`src/design/multi_channel_timer_pool_macros.svh`:
```
// Assertion macros used by the timer pool datapath.
`ifndef MULTI_CHANNEL_TIMER_POOL_MACROS_SVH
`define MULTI_CHANNEL_TIMER_POOL_MACROS_SVH
`ifndef SYNTHESIS
`define MCTP_ASSERT(lbl, prop, msg) \
  lbl: assert property (@(posedge clk_i) disable iff (!rst_ni) prop) \
    else $error(msg);
`define MCTP_ASSERT_NEVER(lbl, cond, msg) \
  lbl: assert property (@(posedge clk_i) disable iff (!rst_ni) !(cond)) \
    else $error(msg);
`else
`define MCTP_ASSERT(lbl, prop, msg)
`define MCTP_ASSERT_NEVER(lbl, cond, msg)
`endif
`endif

```
`src/design/mctp_pkg.sv`:
```
// Types and constants of the timer pool.
`default_nettype none
package mctp_pkg;

  localparam int unsigned MaxReports = 16;
  localparam int unsigned ReportCntW = 5;

  typedef enum logic [2:0] {
    OP_CREATE = 3'd0,
    OP_START  = 3'd1,
    OP_STOP   = 3'd2,
    OP_DELETE = 3'd3,
    OP_TICK   = 3'd4
  } op_e;

  typedef enum logic [1:0] {
    KIND_REPLY  = 2'd0,
    KIND_EXPIRY = 2'd1,
    KIND_TICK   = 2'd2
  } kind_e;

  typedef enum logic [1:0] {
    ST_OK       = 2'd0,
    ST_BADPARAM = 2'd1,
    ST_NOFREE   = 2'd2
  } status_e;

  typedef enum logic [2:0] {
    S_IDLE,
    S_CMD,
    S_CREATE,
    S_TICK_PREP,
    S_TICK_SCAN,
    S_TICK_DONE
  } state_e;

  // controller -> datapath
  typedef struct packed {
    logic capture;
    logic inc_idx;
    logic cmd_exec;
    logic create_take;
    logic create_full;
    logic tick_step;
    logic tick_done;
  } ctrl_cmd_t;

  // datapath -> controller
  typedef struct packed {
    logic idx_free;
    logic idx_last;
    logic out_free;
    logic tick_report;
  } dp_status_t;

endpackage
`default_nettype wire

```
`src/design/mctp_ctrl.sv`:
```
// Sequencing state machine of the timer pool.
`default_nettype none
module mctp_ctrl (
  input  wire logic                clk_i,
  input  wire logic                rst_ni,
  input  wire logic                in_valid_i,
  input  wire logic [2:0]          op_i,
  output logic                     in_stall_o,
  input  wire mctp_pkg::dp_status_t sts_i,
  output mctp_pkg::ctrl_cmd_t      cmd_o
);
  import mctp_pkg::*;

  state_e state_q, state_d;
  logic   accept;

  assign in_stall_o = (state_q != S_IDLE);
  assign accept     = in_valid_i && (state_q == S_IDLE);

  always_comb begin
    state_d = state_q;
    case (state_q)
      S_IDLE: begin
        if (accept) begin
          if (op_i == OP_CREATE) begin
            state_d = S_CREATE;
          end else if (op_i == OP_TICK) begin
            state_d = S_TICK_PREP;
          end else begin
            state_d = S_CMD;
          end
        end
      end
      S_CMD: begin
        if (sts_i.out_free) state_d = S_IDLE;
      end
      S_CREATE: begin
        if ((sts_i.idx_free || sts_i.idx_last) && sts_i.out_free) state_d = S_IDLE;
      end
      S_TICK_PREP: state_d = S_TICK_SCAN;
      S_TICK_SCAN: begin
        if ((!sts_i.tick_report || sts_i.out_free) && sts_i.idx_last) begin
          state_d = S_TICK_DONE;
        end
      end
      S_TICK_DONE: begin
        if (sts_i.out_free) state_d = S_IDLE;
      end
      default: state_d = S_IDLE;
    endcase
  end

  always_comb begin
    cmd_o = '0;
    case (state_q)
      S_IDLE: cmd_o.capture = accept;
      S_CMD: cmd_o.cmd_exec = sts_i.out_free;
      S_CREATE: begin
        if (sts_i.idx_free) begin
          cmd_o.create_take = sts_i.out_free;
        end else if (sts_i.idx_last) begin
          cmd_o.create_full = sts_i.out_free;
        end else begin
          cmd_o.inc_idx = 1'b1;
        end
      end
      S_TICK_SCAN: cmd_o.tick_step = !sts_i.tick_report || sts_i.out_free;
      S_TICK_DONE: cmd_o.tick_done = sts_i.out_free;
      default: cmd_o = '0;
    endcase
  end

  always_ff @(posedge clk_i or negedge rst_ni) begin
    if (!rst_ni) begin
      state_q <= S_IDLE;
    end else begin
      state_q <= state_d;
    end
  end

endmodule
`default_nettype wire

```
`src/design/mctp_datapath.sv`:
```
// Slot flags, counter memories, scan index and output register of the timer pool.
`default_nettype none
`include "multi_channel_timer_pool_macros.svh"
module mctp_datapath #(
  parameter int unsigned NumSlots = 16,
  parameter int unsigned IdxW     = 4
) (
  input  wire logic                 clk_i,
  input  wire logic                 rst_ni,
  input  wire logic [2:0]           op_i,
  input  wire logic [3:0]           slot_i,
  input  wire logic [31:0]          duration_i,
  input  wire logic                 periodic_i,
  input  wire mctp_pkg::ctrl_cmd_t  cmd_i,
  output mctp_pkg::dp_status_t      sts_o,
  output logic                      out_valid_o,
  input  wire logic                 out_stall_i,
  output logic [1:0]                kind_o,
  output logic [1:0]                status_o,
  output logic [3:0]                event_slot_o,
  output logic                      last_o
);
  import mctp_pkg::*;

  // latched command word
  logic [2:0]  op_q;
  logic [3:0]  slot_q;
  logic [31:0] dur_q;
  logic        per_q;

  logic [IdxW-1:0]       idx_q;
  logic [ReportCntW-1:0] n_q;

  logic [NumSlots-1:0] alloc_q, alloc_d;
  logic [NumSlots-1:0] active_q, active_d;
  logic [NumSlots-1:0] per_flag_q, per_flag_d;

  logic [31:0] reload_mem [NumSlots];
  logic [31:0] count_mem  [NumSlots];
  logic [31:0] cnt_rd_q, rel_rd_q;

  logic            idx_last, out_free;
  logic [6:0]      slot_ext, idx_ext;
  logic [IdxW-1:0] sidx, rd_addr, cnt_waddr;
  logic            slot_ok, start_ok;
  logic            tick_act, hit, report;
  logic [31:0]     cnt_dec, cnt_wdata;
  logic            cnt_we, rel_we;

  logic        out_load;
  logic [1:0]  kind_d, status_d;
  logic [3:0]  eslot_d;
  logic        last_d;
  logic        out_valid_q;

  assign idx_last = (idx_q == IdxW'(NumSlots - 1));
  assign out_free = !out_valid_q || !out_stall_i;
  assign slot_ext = {3'b000, slot_q};
  assign idx_ext  = 7'(idx_q);
  assign sidx     = slot_ext[IdxW-1:0];
  assign slot_ok  = (slot_ext < 7'(NumSlots)) && alloc_q[sidx];
  assign start_ok = slot_ok && (dur_q != 32'd0);

  // one tick step on slot idx_q
  assign tick_act = alloc_q[idx_q] && active_q[idx_q];
  assign cnt_dec  = (cnt_rd_q != 32'd0) ? (cnt_rd_q - 32'd1) : 32'd0;
  assign hit      = tick_act && (cnt_dec == 32'd0);
  assign report   = hit && (n_q < ReportCntW'(MaxReports));

  assign sts_o.idx_free    = !alloc_q[idx_q];
  assign sts_o.idx_last    = idx_last;
  assign sts_o.out_free    = out_free;
  assign sts_o.tick_report = report;

  // read port follows the scan; it runs one slot ahead on a step
  assign rd_addr = (cmd_i.tick_step && !idx_last) ? (idx_q + IdxW'(1)) : idx_q;

  always_comb begin
    rel_we    = 1'b0;
    cnt_we    = 1'b0;
    cnt_waddr = idx_q;
    cnt_wdata = cnt_dec;
    if (cmd_i.cmd_exec && (op_q == OP_START) && start_ok) begin
      rel_we    = 1'b1;
      cnt_we    = 1'b1;
      cnt_waddr = sidx;
      cnt_wdata = dur_q;
    end else if (cmd_i.tick_step && tick_act) begin
      cnt_we    = 1'b1;
      cnt_wdata = (hit && per_flag_q[idx_q]) ? rel_rd_q : cnt_dec;
    end
  end

  always_ff @(posedge clk_i) begin
    if (rel_we) reload_mem[sidx] <= dur_q;
    if (cnt_we) count_mem[cnt_waddr] <= cnt_wdata;
    cnt_rd_q <= count_mem[rd_addr];
    rel_rd_q <= reload_mem[rd_addr];
  end

  always_comb begin
    alloc_d    = alloc_q;
    active_d   = active_q;
    per_flag_d = per_flag_q;
    if (cmd_i.cmd_exec) begin
      if (op_q == OP_START && start_ok) begin
        active_d[sidx] = 1'b1;
      end else if ((op_q == OP_STOP || op_q == OP_DELETE) && slot_ok) begin
        active_d[sidx] = 1'b0;
        if (op_q == OP_DELETE) alloc_d[sidx] = 1'b0;
      end
    end
    if (cmd_i.create_take) begin
      alloc_d[idx_q]    = 1'b1;
      active_d[idx_q]   = 1'b0;
      per_flag_d[idx_q] = per_q;
    end
    if (cmd_i.tick_step && hit && !per_flag_q[idx_q]) begin
      active_d[idx_q] = 1'b0;
    end
  end

  always_comb begin
    out_load = 1'b0;
    kind_d   = KIND_REPLY;
    status_d = ST_OK;
    eslot_d  = 4'd0;
    last_d   = 1'b1;
    if (cmd_i.cmd_exec) begin
      out_load = 1'b1;
      case (op_q)
        OP_START:            status_d = start_ok ? ST_OK : ST_BADPARAM;
        OP_STOP, OP_DELETE:  status_d = slot_ok ? ST_OK : ST_BADPARAM;
        default:             status_d = ST_BADPARAM;
      endcase
    end else if (cmd_i.create_take) begin
      out_load = 1'b1;
      eslot_d  = idx_ext[3:0];
    end else if (cmd_i.create_full) begin
      out_load = 1'b1;
      status_d = ST_NOFREE;
    end else if (cmd_i.tick_step && report) begin
      out_load = 1'b1;
      kind_d   = KIND_EXPIRY;
      eslot_d  = idx_ext[3:0];
      last_d   = 1'b0;
    end else if (cmd_i.tick_done) begin
      out_load = 1'b1;
      kind_d   = KIND_TICK;
    end
  end

  always_ff @(posedge clk_i or negedge rst_ni) begin
    if (!rst_ni) begin
      alloc_q     <= '0;
      active_q    <= '0;
      per_flag_q  <= '0;
      idx_q       <= '0;
      n_q         <= '0;
      out_valid_q <= 1'b0;
    end else begin
      alloc_q    <= alloc_d;
      active_q   <= active_d;
      per_flag_q <= per_flag_d;
      if (cmd_i.capture) begin
        idx_q <= '0;
        n_q   <= '0;
      end else begin
        if ((cmd_i.inc_idx || cmd_i.tick_step) && !idx_last) idx_q <= idx_q + IdxW'(1);
        if (cmd_i.tick_step && report) n_q <= n_q + ReportCntW'(1);
      end
      if (out_load) begin
        out_valid_q <= 1'b1;
      end else if (!out_stall_i) begin
        out_valid_q <= 1'b0;
      end
    end
  end

  always_ff @(posedge clk_i) begin
    if (cmd_i.capture) begin
      op_q   <= op_i;
      slot_q <= slot_i;
      dur_q  <= duration_i;
      per_q  <= periodic_i;
    end
    if (out_load) begin
      kind_o       <= kind_d;
      status_o     <= status_d;
      event_slot_o <= eslot_d;
      last_o       <= last_d;
    end
  end

  assign out_valid_o = out_valid_q;

  `MCTP_ASSERT(a_out_no_overwrite, out_load |-> out_free, "output word overwritten while held")
  `MCTP_ASSERT_NEVER(a_active_alloc, (active_q & ~alloc_q) != '0, "active slot not allocated")
  `MCTP_ASSERT_NEVER(a_report_cap, n_q > ReportCntW'(MaxReports), "expiry report count overflow")
  `MCTP_ASSERT_NEVER(a_idx_range, idx_ext >= 7'(NumSlots), "scan index beyond pool")

endmodule
`default_nettype wire

```
`src/design/multi_channel_timer_pool.sv`:
```
// Sequence: a start/stop/delete command is captured in S_IDLE and its reply word is loaded in S_CMD;
//   a create checks one slot per cycle in S_CREATE; a tick passes S_TICK_PREP, S_TICK_SCAN, S_TICK_DONE.
// Throughput: a new command is taken only in S_IDLE; a tick scan steps through every slot, since the shared
//   counter memory port updates one slot per cycle. Output stalls hold each state that loads the output word.
// Reset: asynchronous, clears all slot flags, state machine and output valid; counter
//   memories are not cleared and are read only for slots started since.
`default_nettype none
module multi_channel_timer_pool #(
  parameter int unsigned NUM_SLOTS = 16
) (
  input  wire logic        clk_i,
  input  wire logic        rst_ni,
  input  wire logic        in_valid_i,
  output logic             in_stall_o,
  input  wire logic [2:0]  op_i,
  input  wire logic [3:0]  slot_i,
  input  wire logic [31:0] duration_i,
  input  wire logic        periodic_i,
  output logic             out_valid_o,
  input  wire logic        out_stall_i,
  output logic [1:0]       kind_o,
  output logic [1:0]       status_o,
  output logic [3:0]       event_slot_o,
  output logic             last_o
);
  import mctp_pkg::*;

  localparam int unsigned IdxW = (NUM_SLOTS > 1) ? $clog2(NUM_SLOTS) : 1;

  ctrl_cmd_t  cmd;
  dp_status_t sts;

  mctp_ctrl u_ctrl (
    .clk_i      (clk_i),
    .rst_ni     (rst_ni),
    .in_valid_i (in_valid_i),
    .op_i       (op_i),
    .in_stall_o (in_stall_o),
    .sts_i      (sts),
    .cmd_o      (cmd)
  );

  mctp_datapath #(
    .NumSlots (NUM_SLOTS),
    .IdxW     (IdxW)
  ) u_datapath (
    .clk_i        (clk_i),
    .rst_ni       (rst_ni),
    .op_i         (op_i),
    .slot_i       (slot_i),
    .duration_i   (duration_i),
    .periodic_i   (periodic_i),
    .cmd_i        (cmd),
    .sts_o        (sts),
    .out_valid_o  (out_valid_o),
    .out_stall_i  (out_stall_i),
    .kind_o       (kind_o),
    .status_o     (status_o),
    .event_slot_o (event_slot_o),
    .last_o       (last_o)
  );

endmodule
`default_nettype wire
```
`config.mk`:
```
export PLATFORM = sky130hd
export DESIGN_NAME = multi_channel_timer_pool
export DESIGN_NICKNAME = d
export VERILOG_FILES = /design/src/design/mctp_pkg.sv /design/src/design/mctp_ctrl.sv /design/src/design/mctp_datapath.sv /design/src/design/multi_channel_timer_pool.sv
export VERILOG_INCLUDE_DIRS = /design/src /design/src/design
export SDC_FILE = /design/constraint.sdc
export NUM_CORES = 2
export LEC_CHECK = 0
export BUFFER_PORTS_ARGS = -buffer_cell sky130_fd_sc_hd__buf_2
export CAP_MARGIN = 20
export CORE_ASPECT_RATIO = 1.5
export CORE_UTILIZATION = 60
export DETAILED_ROUTE_END_ITERATION = 7
export PLACE_DENSITY = 0.82
export SYNTH_ARGS = -nofsm -noshare
export SYNTH_HDL_FRONTEND = slang
export SYNTH_SLANG_ARGS = --single-unit
```
`constraint.sdc`:
```
create_clock -name clk_i -period 9 [get_ports clk_i]
set_input_delay 0.45 -clock clk_i [delete_from_list [all_inputs] [get_ports clk_i]]
set_output_delay 0.45 -clock clk_i [all_outputs]
set_load 0.005 [all_outputs]
```
# [Yosys cells after proc, flatten, opt, wreduce, memory -nomap -nowiden]
# Memory sizes are Yosys's and may differ from the RTL's. A register that Yosys moved wholly into a read port is not among the register bits.
# Cells that the tools add are included.
[totals] latch_bits=0 in_bits=44 out_inout_bits=11 ramBits=1024 word_cells=172 mem_count=2 reg_bits=110 mem_bits_ro=0
[memory_table] memory="u_datapath.count_mem" words=16 width=32 rd=1 rd_ports_with_merged_regs=1 write_ports=1 line="mctp_datapath.sv:39" rtl="logic [31:0] count_mem [NumSlots];"
[memory_table] memory="u_datapath.reload_mem" words=16 width=32 rd=1 rd_ports_with_merged_regs=1 write_ports=1 line="mctp_datapath.sv:38" rtl="logic [31:0] reload_mem [NumSlots];"
[op_classes] div_mod_pow=0 eq_ne=15 n_mul=0 magnitude_cmp=6 add_sub_neg=3 muxes=77 reduce_logical=45 bitwise_logic=8 shifts=0
[op_table] cell="16-bit two-way mux" n=10
[op_table] cell="32-bit two-way mux" n=4
[op_table] cell="16-bit AND" n=4
[op_table] cell="32-bit nonzero test" n=2
[op_table] cell="1-bit two-way mux" n=34
[op_table] cell="32-bit zero test" n=1
[op_table] cell="16-bit inverter" n=2
[op_table] cell="16-bit OR" n=2
[op_table] cell="32-bit by 1-bit subtractor with 32-bit output, second input constant" n=1
[op_table] cell="4-bit two-way mux" n=7
[op_table] cell="1-bit logical AND" n=21
[op_table] cell="1-bit binary-select mux with 4-bit select" n=4
[op_table] cell="16-bit bitwise mux" n=1
[op_table] cell="4-bit by 5-bit < comparator with 1-bit output, second input constant" n=3
[op_table] cell="3-bit two-way mux" n=5
[op_table] cell="3-bit case mux with 5 select lines" n=1
[op_table] cell="3-bit by 2-bit == test with 1-bit output, second input constant" n=4
[op_table] cell="2-bit two-way mux" n=6
[op_table] cell="5-bit two-way mux" n=2
[op_table] cell="2-bit by 1-bit inequality test with 1-bit output, second input constant" n=5
[op_table] cell="3-bit == test, second input constant" n=3
[op_table] cell="1-bit demux with 4-bit select" n=2
[op_table] cell="4-bit by 1-bit >= comparator with 1-bit output, second input constant" n=2
[op_table] cell="3-bit by 1-bit == test with 1-bit output, second input constant" n=2
[op_table] cell="14 further kinds" n=26

# [Longest topological paths before layout]
[logic_depth] word_depth=14 mapped_depth=18

# [By module]
# From an unflattened synthesis, not the netlist that was laid out.
[hier_totals] hier_cells=2471 hier_area_um2=46885.0
[by_module_without_submodules] mod="mctp_datapath" area_per_inst_um2=46605.9 cells_per_inst=2438 instances=1 seq_area_each_um2=34953.5
[by_module_without_submodules] mod="mctp_ctrl" area_per_inst_um2=279.0 cells_per_inst=33 instances=1 seq_area_each_um2=75.1

# [Least setup slack after synthesis]
# Ideal clock, no wire load.
[synth_path] path_type="register to register" startpoint="register u_datapath.idx_q[0]" endpoint="memory u_datapath.count_mem[11][0], enable pin" stages_incl_launch_ff=15 path_buffers=4 setup_time_ns=0.466 t_arrival_ns=5.234 synth_period_minus_slack_ns=5.699 path_slack_ns=3.301 path_cell_list="dfrtp_1 -> buf_2 -> mux4_2 -> a22o_1 -> a221oi_1 -> a21oi_1 -> and2_1 -> a21oi_2 -> a21o_1 -> buf_6 -> buf_2 -> buf_2 -> and2_1 -> nand2_1 -> o21ai_0"
[synth_via] elab_chain_len=13 elab_cells_between_ends=16
[synth_lines] item="start, declared" line="mctp_datapath.sv:31" rtl="logic [IdxW-1:0] idx_q;"
[synth_lines] item="start signal, assigned" line="mctp_datapath.sv:169" rtl="if ((cmd_i.inc_idx || cmd_i.tick_step) && !idx_last) idx_q <= idx_q + IdxW'(1);"
[synth_lines] item="1-bit binary-select mux with 4-bit select" line="mctp_datapath.sv:65" rtl="assign tick_act = alloc_q[idx_q] && active_q[idx_q];"
[synth_lines] item="1-bit two-way mux (implied by the code)" line="mctp_datapath.sv:65"
[synth_lines] item="1-bit logical AND" line="mctp_datapath.sv:65"
[synth_lines] item="1-bit logical AND" line="mctp_datapath.sv:67" rtl="assign hit = tick_act && (cnt_dec == 32'd0);"
[synth_lines] item="1-bit logical AND" line="mctp_datapath.sv:68" rtl="assign report = hit && (n_q < ReportCntW'(MaxReports));"
[synth_lines] item="1-bit zero test" line="mctp_ctrl.sv:67" rtl="S_TICK_SCAN: cmd_o.tick_step = !sts_i.tick_report || sts_i.out_free;"
[synth_lines] item="1-bit logical OR" line="mctp_ctrl.sv:67"
[synth_lines] item="1-bit two-way mux" line="mctp_ctrl.sv:55" rtl="case (state_q)"
[synth_lines] item="1-bit logical AND" line="mctp_datapath.sv:88" rtl="end else if (cmd_i.tick_step && tick_act) begin"
[synth_lines] item="1-bit two-way mux" line="mctp_datapath.sv:88"
[synth_lines] item="1-bit two-way mux" line="mctp_datapath.sv:83" rtl="if (cmd_i.cmd_exec && (op_q == OP_START) && start_ok) begin"
[synth_lines] item="1-bit two-way mux" line="mctp_datapath.sv:96" rtl="if (cnt_we) count_mem[cnt_waddr] <= cnt_wdata;"
[synth_lines] item="1-bit two-way mux (implied by the code)" line="mctp_datapath.sv:96"
[synth_lines] item="end, declared" line="mctp_datapath.sv:39"
# Several ways; a longest one is shown, not always the timed one. The select of a mux whose other input is x is not followed.

# [Worst setup path in the final report]
[layout_path] startpoint="register u_datapath.cnt_rd_q[0] (read register of u_datapath.count_mem)" endpoint="register u_datapath.rel_rd_q[31] (read register of u_datapath.reload_mem)"
[layout_via] elab_chain_len=10 elab_cells_between_ends=11
[layout_lines] item="start, declared" line="mctp_datapath.sv:40" rtl="logic [31:0] cnt_rd_q, rel_rd_q;"
[layout_lines] item="32-bit by 1-bit subtractor with 32-bit output / 32-bit nonzero test (equally long branches)" line="mctp_datapath.sv:66" rtl="assign cnt_dec = (cnt_rd_q != 32'd0) ? (cnt_rd_q - 32'd1) : 32'd0;"
[layout_lines] item="32-bit two-way mux *" line="mctp_datapath.sv:66"
[layout_lines] item="32-bit zero test *" line="mctp_datapath.sv:67"
[layout_lines] item="1-bit logical AND *" line="mctp_datapath.sv:67"
[layout_lines] item="1-bit logical AND *" line="mctp_datapath.sv:68"
[layout_lines] item="1-bit zero test *" line="mctp_ctrl.sv:67"
[layout_lines] item="1-bit logical OR *" line="mctp_ctrl.sv:67"
[layout_lines] item="1-bit two-way mux *" line="mctp_ctrl.sv:55"
[layout_lines] item="1-bit logical AND *" line="mctp_datapath.sv:76" rtl="assign rd_addr = (cmd_i.tick_step && !idx_last) ? (idx_q + IdxW'(1)) : idx_q;"
[layout_lines] item="4-bit two-way mux *" line="mctp_datapath.sv:76"
[layout_lines] item="end, declared" line="mctp_datapath.sv:40"
# Mark *: on every way between the ends. The rest lies on a longest branch, timed or not.
# A chain may end at the register's enable or synchronous reset.

==> impl_metrics.py <==
metrics = {
    "route": {
        "vias": 41830,
        "wl_per_cell_um": 31.57,
        "dr.first_iter.drc_count": 6101,
        "drtPass1Iterations": 7,
        "viasPerCell": 7.398,
        "drc_errors": 0,
        "totalWireLength_um": 178500,
        "ant_nets": 0,
    },
    "final_layout": {
        "area_growth_pct": 9.548,
        "fin_nets": 4339,
        "final_util_pct": 66.29,
        "stdcell_area_mm2": 0.06341,
        "fin_cells": 5655,
        "layout-drive-gt1-share_pct": 12.39,
    },
    "place": {
        "pre_cts_slack_ps": 3147,
        "post-dp-hpwl_um": 98260,
        "dp_cells": 5402,
        "placedInstanceArea_mm2": 0.05936,
        "gp_congestion": 0.9447,
        "io_buffers": 54,
    },
    "global_route": {
        "grt_pass1_wl_um": 259100,
        "grt_usage_pct": 35.71,
        "grt.busiest_layer": "met2",
        "grt_max_degree": 177,
        "grt_remaining_overflow": 0,
        "met1_usage_pct": 42.72,
        "use_met3_pct": 7.165,
        "use_met2_pct": 57.66,
        "grt_pass1_vias": 41530,
        "antenna_found_initial": 3,
    },
    "die": {
        "dieArea_mm2": 0.09774,
        "io_pins": 55,
        "rows": 139,
        "die_h_um": 382.4,
        "coreArea_mm2": 0.09565,
        "dieWidth_um": 255.6,
        "initial_core_util_pct": 60.51,
    },
    "power": {
        "vdd_drop_max_uv": 526.1,
        "power.combinational.fraction_pct": 37.5,
        "cellPowerDensity_mw_per_mm2": 305.7,
        "clock_power_share_pct": 24.0,
        "p_sw_share_pct": 37.76,
        "sequentialPowerShare_pct": 38.5,
        "p_total_mw": 19.38,
        "p_sw_mw": 7.318,
        "p_leak_nw": 20.27,
        "p_int_mw": 12.06,
    },
    "sta": {
        "worstMarginPinSlew_ps": 1215,
        "timing.final.crit_share_pct": 70.72,
        "clock-skew-final_ps": 36.02,
        "setup-tns-final_ps": 0,
        "rsz0062_at_grt": "no",
        "hold_viol": 0,
        "setup_violations": 0,
        "drv_slew": 0,
        "timing.hold.ws_ps": 58.27,
        "fin_ws_ps": 2635,
        "max_freq_ghz": 0.1571,
        "slew_headroom_pct": 18.72,
        "post-route-min-period_ps": 6365,
    },
    "worst_setup_path": {
        "start_kind": "register",
        "slowest_delay_ps": 910,
        "path_buf_inv": 3,
        "path_cells": "inv_1 -> ha_1 -> nand4_1 -> or4_1 -> a2111oi_0 -> o2111ai_1 -> or4_4 -> a21oi_4 -> buf_4 -> nor2_4 -> buf_12 -> a211oi_1 -> a311oi_1 -> nand3_1",
        "reg2reg_depth": 14,
        "crit_type": "reg2reg",
        "crit_family": "compound AO/OA/AOI/OAI gates",
        "reg2reg_to": "u_datapath.rel_rd_q[31]",
        "worst_setup_path_end_kind": "register",
        "crit_fanout": 153,
        "critPathSlowestCell": "a211oi_1",
        "r2r-start": "u_datapath.cnt_rd_q[0]",
        "arrival_ps": 7030,
        "cp.required_ps": 9660,
        "regToRegSetupSlack_ps": 2640,
    },
    "clocking": {
        "cts_buffers": 106,
        "ctsResizeCount": 0,
        "htreeDepth": 3,
        "insertion_delay_ps": 740,
        "clk_path_buf_depth": 3,
        "cts_tree": "done",
        "clkTransAtPathRegs_ps": 70,
        "root_buffer": "clkbuf_16",
        "cts.sinks": 1198,
    },
    "synth": {
        "ys.flop_type": "edfxtp_1",
        "synth_fp_nets": 4407,
        "synth.most_common_cell": "edfxtp_1",
        "synth-async-reset-ratio_pct": 5.092,
        "synth_edf_count": 1073,
        "ys_seq_elements": 1198,
        "ys_top_cells_by_area": "edfxtp_1 (56%), mux2i_1 (9.7%), a211oi_1 (4.7%)",
        "yosysWarnings": 0,
        "synthTopCellsByCount": "edfxtp_1 (1073), mux2i_1 (563), a211oi_1 (365), nor2b_1 (365), clkbuf_1 (287)",
        "synth_top_cell_by_area": "edfxtp_1",
        "ys_seq_area_share_pct": 60.52,
        "syn_inst": 4357,
        "netlist.area_leader.share_pct": 55.67,
        "netlist_area_mm2": 0.05788,
        "synth_cell_type_count": 74,
        "avgSynthCellArea_um2": 13.28,
    },
    "run_status": {
        "status": "complete, no violations",
    },
    "min_path": {
        "hp-start": "out_stall_i",
        "hold_depth": 3,
        "hold_path.class": "in2reg",
        "min_to": "u_ctrl.state_q[0]",
    },
    "run": {
        "cap_viol_max_count": 0,
    },
}
## cells in the final DEF (no fill, tap or decap), types with 60 or more instances in the layout
master and instances:
clkbuf_16 108, o22ai_1 130, mux2i_1 562, dfrtp_1 60, or3_1 68, a211oi_1 365
edfxtp_1 1073, dfxtp_1 64, a2111oi_0 71, nor2_1 127, nand2_1 194, buf_4 105
nand3_1 63, nor2b_1 365, a221oi_1 207, o21ai_0 61, a221oi_2 80
## worst reg2reg max path: cells and delay by family (launching register included)
kind	cells	cell delay, ps
AO/OA/AOI/OAI	5	2860
buffers and inverters	3	1040
AND/OR/NAND/NOR	5	1540
adder cells (fa/ha/maj)	1	340
flip-flops	1	540
## sequential cells by signal, indices dropped and copies added (netlist names), 4 cells and up
register                 count
u_datapath.cnt_rd_q         32
u_datapath.active_q         16
u_datapath.n_q               5
u_datapath.rel_rd_q         32
u_datapath.count_mem       512
u_datapath.dur_q            32
u_datapath.reload_mem      512
u_datapath.per_flag_q       16
u_datapath.alloc_q          16
u_datapath.idx_q             4
u_datapath.event_slot_o      4
u_datapath.sidx              4
## timing repair
item | 4_1_cts | 5_1_grt
hold endpoints to repair | 102 | 0
hold buffers | 41 | 0
buffers inserted | 0 | 0
## routing by layer
metal	wire (um)	vias to the layer above	part of all wire (%)
met3	19650	789	11
met1	60700	20630	34
li1	-	17400	-
met2	84490	3021	47
met4	13660	2	7.7
met5	8	-	0.0045
## layout make-up
class	count	area [um2]
flip-flops and latches	1198	35030
inverters	25	93.84
repair buffers	216	1754
clock buffers	144	2958
well taps	1269	1588
multi-input cells	2742	21390
fillers	6618	32250
diodes	3	7.507
clock inverters	58	585.6
## cell families after synthesis
| family | synth area share [%] |
|---|---|
| xor+xnor | 0.4842 |
| mux | 10.95 |
| compound gates | 15.60 |
| fa+ha+maj | 0.1297 |
| simple gates | 9.287 |
| buf+inv | 3.035 |
| flops | 60.52 |
## worst max-delay path by stage
stage	end	cells after the start	slack, ps	from
4_1_cts	u_datapath.rel_rd_q[30]	14	3090	u_datapath.cnt_rd_q[0]
6_report	u_datapath.rel_rd_q[31]	14	2640	u_datapath.cnt_rd_q[0]
5_1_grt	u_datapath.rel_rd_q[31]	13	2670	u_datapath.cnt_rd_q[3]
3_3_place_gp	u_datapath.count_mem[10][1]	13	3230	u_datapath.cnt_rd_q[0]
2_1_floorplan	u_datapath.count_mem[11][0]	14	3300	u_datapath.idx_q[0]
3_5_place_dp	u_datapath.rel_rd_q[30]	14	3150	u_datapath.cnt_rd_q[0]
## power groups by stage
stage / sequential [mW] / combinational, mW / clock [mW]
CTS: 7.42 / 7.03 / 4.65
global placement: 7.53 / 6.85 / 0
floorplan: 7.24 / 5.23 / 0
finish: 7.46 / 7.27 / 4.65
global route: 7.46 / 7.62 / 4.86
detailed placement: 7.53 / 6.99 / 0
Note: power is estimated with default switching activity, not from simulation.
